===== config.mk =====
export PLATFORM = sky130hd
export DESIGN_NAME = csimcb_ctrl
export DESIGN_NICKNAME = d
export VERILOG_FILES = /design/src/design/csimcb_pkg.sv /design/src/design/csimcb_ctrl.sv
export SDC_FILE = /design/constraint.sdc
export NUM_CORES = 1
export LEC_CHECK = 0
export BUFFER_PORTS_ARGS = -buffer_cell sky130_fd_sc_hd__buf_2
export CELL_PAD_IN_SITES_DETAIL_PLACEMENT = 0
export CELL_PAD_IN_SITES_GLOBAL_PLACEMENT = 1
export CORE_AREA = 8 8 45 47
export CTS_BUF_LIST = sky130_fd_sc_hd__clkbuf_4 sky130_fd_sc_hd__clkbuf_8
export DETAILED_ROUTE_END_ITERATION = 12
export DIE_AREA = 0 0 53 55
export PLACE_DENSITY_LB_ADDON = 0.1
export REMOVE_ABC_BUFFERS = 1
export SLEW_MARGIN = 15
export SYNTH_ARGS = -nofsm -noshare
export SYNTH_HDL_FRONTEND = slang
export SYNTH_SLANG_ARGS = --single-unit
export TNS_END_PERCENT = 30

===== constraint.sdc =====
create_clock -name clk -period 3.61 [get_ports clk]
set_input_delay 0.361 -clock clk [delete_from_list [all_inputs] [get_ports clk]]
set_output_delay 0.361 -clock clk [all_outputs]
set_load 0.02 [all_outputs]

===== src/design/csimcb_pkg.sv =====
// Shared types and constants of the CSI magnitude capture buffer.
// No dependencies; imported by csimcb_ctrl, csimcb_dp, the top level and the checker.
package csimcb_pkg;

    localparam int CSIMCB_MAX_PACKETS = 1024;
    localparam int CSIMCB_SUBCARRIERS = 64;

    localparam logic [10:0] BUFFER_PACKETS_RST = 11'd1024;
    localparam logic [5:0]  GUARD_LOW_RST      = 6'd11;
    localparam logic [5:0]  GUARD_HIGH_RST     = 6'd52;
    localparam logic [5:0]  DC_INDEX_RST       = 6'd32;
    localparam logic [7:0]  MAG_MAX            = 8'd255;

    typedef enum logic [2:0] {
        REQ_OPEN_WRITE   = 3'd0,
        REQ_OPEN_READ    = 3'd1,
        REQ_CLOSE        = 3'd2,
        REQ_DISCARD      = 3'd3,
        REQ_WRITE_SAMPLE = 3'd4,
        REQ_READ_BYTE    = 3'd5
    } req_code_t;

    typedef enum logic [3:0] {
        ST_DONE         = 4'd0,
        ST_OPEN_FAILED  = 4'd1,
        ST_SAMPLE_TAKEN = 4'd2,
        ST_STORED       = 4'd3,
        ST_REJECTED     = 4'd4,
        ST_FULL         = 4'd5,
        ST_NOT_OPEN     = 4'd6,
        ST_READ_OK      = 4'd7,
        ST_READ_EMPTY   = 4'd8
    } status_code_t;

    typedef enum logic [1:0] {
        CFG_BUFFER_PACKETS = 2'd0,
        CFG_GUARD_LOW      = 2'd1,
        CFG_GUARD_HIGH     = 2'd2,
        CFG_DC_INDEX       = 2'd3
    } cfg_index_t;

    typedef struct packed {
        logic [2:0]        req_type;
        logic signed [7:0] q_sample;
        logic signed [7:0] i_sample;
        logic              last_sample;
        logic [9:0]        start_packet;
        logic [10:0]       window_packets;
        logic [15:0]       byte_offset;
    } csimcb_req_t;

    typedef struct packed {
        logic [3:0]  status;
        logic [7:0]  read_byte;
        logic        is_full_flag;
        logic [10:0] stored_packets;
    } csimcb_rsp_t;

    // Controller to datapath.
    typedef struct packed {
        logic load;
        logic exec;
        logic sqrt_start;
        logic commit;
        logic rd_prep;
        logic rd_check;
        logic rd_finish;
    } csimcb_cmd_t;

    // Datapath to controller.
    typedef struct packed {
        logic is_write;
        logic is_read;
        logic sample_ok;
        logic sqrt_done;
    } csimcb_sts_t;

endpackage


===== src/design/csimcb_ctrl.sv =====
// Sequencing state machine of the CSI magnitude capture buffer.
// Depends on csimcb_pkg; drives csimcb_dp through command and status structs.
module csimcb_ctrl
    import csimcb_pkg::*;
(
    input  logic        clk,
    input  logic        rst_n,
    input  logic        start,
    input  csimcb_sts_t sts,
    output csimcb_cmd_t cmd,
    output logic        busy,
    output logic        done
);

    typedef enum logic [2:0] {
        S_IDLE,
        S_DISPATCH,
        S_SQRT,
        S_RD_CHECK,
        S_RD_DONE
    } state_t;

    state_t state_reg, state_next;
    logic   busy_reg, busy_next;
    logic   done_reg, done_next;

    always_comb
    begin
        state_next = state_reg;
        busy_next  = busy_reg;
        done_next  = 1'b0;
        cmd        = '0;
        unique case (state_reg)
            S_IDLE:
            begin
                if (start)
                begin
                    cmd.load   = 1'b1;
                    busy_next  = 1'b1;
                    state_next = S_DISPATCH;
                end
            end
            S_DISPATCH:
            begin
                if (sts.is_write && sts.sample_ok)
                begin
                    cmd.sqrt_start = 1'b1;
                    state_next     = S_SQRT;
                end
                else if (sts.is_read)
                begin
                    cmd.rd_prep = 1'b1;
                    state_next  = S_RD_CHECK;
                end
                else
                begin
                    cmd.exec   = 1'b1;
                    busy_next  = 1'b0;
                    done_next  = 1'b1;
                    state_next = S_IDLE;
                end
            end
            S_SQRT:
            begin
                // hold until the root is out
                if (sts.sqrt_done)
                begin
                    cmd.commit = 1'b1;
                    busy_next  = 1'b0;
                    done_next  = 1'b1;
                    state_next = S_IDLE;
                end
            end
            S_RD_CHECK:
            begin
                cmd.rd_check = 1'b1;
                state_next   = S_RD_DONE;
            end
            S_RD_DONE:
            begin
                cmd.rd_finish = 1'b1;
                busy_next     = 1'b0;
                done_next     = 1'b1;
                state_next    = S_IDLE;
            end
            default:
            begin
                busy_next  = 1'b0;
                state_next = S_IDLE;
            end
        endcase
    end

    always_ff @(posedge clk or negedge rst_n)
    begin
        if (!rst_n)
        begin
            state_reg <= S_IDLE;
            busy_reg  <= 1'b0;
            done_reg  <= 1'b0;
        end
        else
        begin
            state_reg <= state_next;
            busy_reg  <= busy_next;
            done_reg  <= done_next;
        end
    end

    assign busy = busy_reg;
    assign done = done_reg;

endmodule


[Word level (Yosys, flattened, before mapping)]
Index checks and enable logic that the tools add are counted.
Storage, ports and cells
  register bits: 5
  bits of input ports: 7
  output and inout port bits: 9
Cells by class
  reductions and logical operators: 4
  equality and inequality tests: 8
  muxes and demuxes: 24
  bitwise operators: 1
Operators by type and width (count)
  $mux W1: 16
  $pmux W3 S4: 1
  $mux W3: 3
  $ne A2 B2 Y1 const B: 4
  $eq A3 B2 Y1 const B: 2
  $reduce_and A5 Y1: 1
  $mux W2: 2
  $pmux W1 S4: 1
  $eq A3 B1 Y1 const B: 1
  $eq A3 B3 Y1 const B: 1
  $logic_not A3 Y1: 1
  $pmux W1 S3: 1
  $reduce_and A2 Y1: 1
  $logic_and A1 B1 Y1: 1
  $not A1 Y1: 1

[Logic depth before layout (Yosys ltp)]
  depth after elaboration: 3
  depth in mapped cells: 4

[Worst setup path before layout]
No wires, ideal clock.
  kind: flip-flop to output port
  start: reg state_reg[1]
  end: out cmd[2] (netlist bit)
  path buffers: 1
  cell stages (with the launch flop): 4
  slack: 2032 ps
  data required time: 3249 ps
  arrival: 1217 ps
  path through: dfrtp_1 buf_2 or3b_4 nor2_1
RTL lines
  start, declared: line csimcb_ctrl.sv:23  | state_t state_reg, state_next;
  start signal, assigned: line csimcb_ctrl.sv:104  | state_reg <= state_next;
  end, declared: line csimcb_ctrl.sv:10  | output csimcb_cmd_t cmd,

==> metrics.cfg <==
[run_status]
status=completed

[synth]
postSynthCellCount=31
synth_top_family_by_area=simple AND/OR/NAND/NOR gates
synth_seq_cells=5
ys_warn_count=0
synth_area_um2=294
synth.area.top_cells=dfrtp_1, nor3b_1, nor2_1
synth-xor-area-share_pct=0
synthSimpleGateAreaFrac_pct=40.9
synth-compound-area-share_pct=14.9
synth_adder_area_share_pct=0
syn-mean-instance-area_um2=9.48
synth_top_area_cell=dfrtp_1
muxShareOfSynthArea_pct=0
yosysTopAreaCellShare_pct=42.6
yosysSeqAreaShare_pct=42.6
ys_types=19

[setup_path]
worst_ep_arrival_time_ps=1440
cp-end-kind=primary output
path_cells=or3b_4, nor2_4, buf_2
critical-path-top-delay-family=simple AND/OR/NAND/NOR gates
reg2reg_from=state_reg[0]
cp_max_fo=10
path_class=reg2out
slowest_stage=dfrtp_1
critPathLaunchType=flop
critPathMaxStageDelay_ps=460
critPathRequiredTime_ps=3250
critical_path_buf_inv_count=1
critPathLaunch=state_reg[1]

[sta]
final.period_utilization_pct=49.9
finalHoldViolCount=0
clock.fmax_mhz=555
maxSlewHeadroom_pct=80.4
fin_crit_ps=1800
setup_viol=0
setup_tns_ps=0
slew_viol_final=0
rsz0062_at_grt=no
tightestPinTransition_ps=294
fin_worst_skew_ps=0.853

[global_route]
grt_max_degree=11
overflow=0
grt_pass1_vias=323
antenna_found_initial=0
grt_usage_pct=6.74
grt_pass1_wl_um=1360

[drt]
vias=295
drt_iter0_markers=1
drt-pass1-iter-count=2
final_antenna_net_count=0
post_drt_wl_per_cell_um=12.3
drt-total-wl_um=810
routed_via_density=4.47
drc_errors=0

[power_and_ir_drop]
irDropWorstVdd_mv=0.171
p_leak_nw=0.227
power_mw=0.319
powerDensity_nw_per_um2=752

[floorplanning]
num_io_pins=16
dieHeight_um=55
core_um2=1380
die-area_um2=2920
placementRows=14
die_width_um=53
initial_core_util_pct=21.2

[clock_tree]
cts_buffer_depth=2
cts_buffers=3
cts_num_sinks=5
clkLatencyLatePin_ps=240
root_buffer=clkbuf_4
post_cts_buffers=0
cts_tree=done
cts-htree-levels=1
path_clk_slew_ps=40

[final_layout]
nets=58
final_cell_mix=buf_2, nor2_1, dfrtp_1, clkbuf_4, nor3b_1
syn2layout_area_growth_pct=44.3
largest_reg_flops=3
drive_gt1_share_pct=42.0
antennaDiodeCount=0
mostFrequentLayoutCell=buf_2
final_area_um2=424

[job]
drv_cap=0

[place]
gp_congestion=0.691
placed_area_um2=384
io_buffers=15

[min_path]
min_path_type=in2async

[metal layers]
layer	wire [um]	share of wire, %	up-vias	track usage [%]
met3	73	9.0	5	3.21
met4	31	3.8	0	7.76
met2	357	44	12	9.57
met1	348	43	131	6.75
li1	-	-	147	-
met5	0	0	-	0
[through the flow]
stage          util (%)  hold slack, ps  setup WS, ps  cells
2_1_floorplan         -            65.4          2070     30
3_3_place_gp       27.8             179          2060     61
3_5_place_dp       27.8             184          2060     61
4_1_cts            30.7             457          1790     66
5_1_grt            30.7             488          1720     66
6_report           30.7             459          1810     66
[final cells by class]
class / count / area [um^2]
multi-input combinational: 25 / 164
clock buffer: 4 / 30.0
tap: 16 / 20.0
timing repair buffer: 16 / 85.1
fill: 149 / 960
sequential: 5 / 125
[power breakdown]
group / leakage (nW) / internal (mW) / switching [mW] / total [mW]
Combinational: 0.144 / 0.0635 / 0.0766 / 0.140
Sequential: 0.0644 / 0.0774 / 0.0294 / 0.107
Clock: 0.0184 / 0.0493 / 0.0231 / 0.0724
[repair_timing]
item	4_1_cts	5_1_grt
hold buffers	1	0
gates resized for setup	0	0
hold endpoints to repair	5	0
[synth_stat cells, drive strengths merged]
library cell  number
a22oi              1
nor3               1
nor2b              1
nor2               6
and2b              1
nand2b             1
or3b               1
a21o               1
buf                1
a21oi              1
nand2              2
dfrtp              5
nor3b              3
or3                1
a31oi              1
a21boi             1
a2111oi            1
and3b              2
[worst paths after layout]
path	endpoint	cells after the start	slack [ps]
max	cmd[5]	3	1810
min	busy	2	460
max reg2reg	done	3	2400
min reg2reg	busy	1	590
max in group asynchronous	state_reg[1]	2	3020
min in group clk	state_reg[1]	4	480
[cells by family (layout without fill, tap and decap cells)]
group,Yosys count,in the layout
compound gates,6,6
buf+inv,1,20
flops,5,5
simple gates,19,19
No activity file was read; power rests on OpenSTA's default activity.
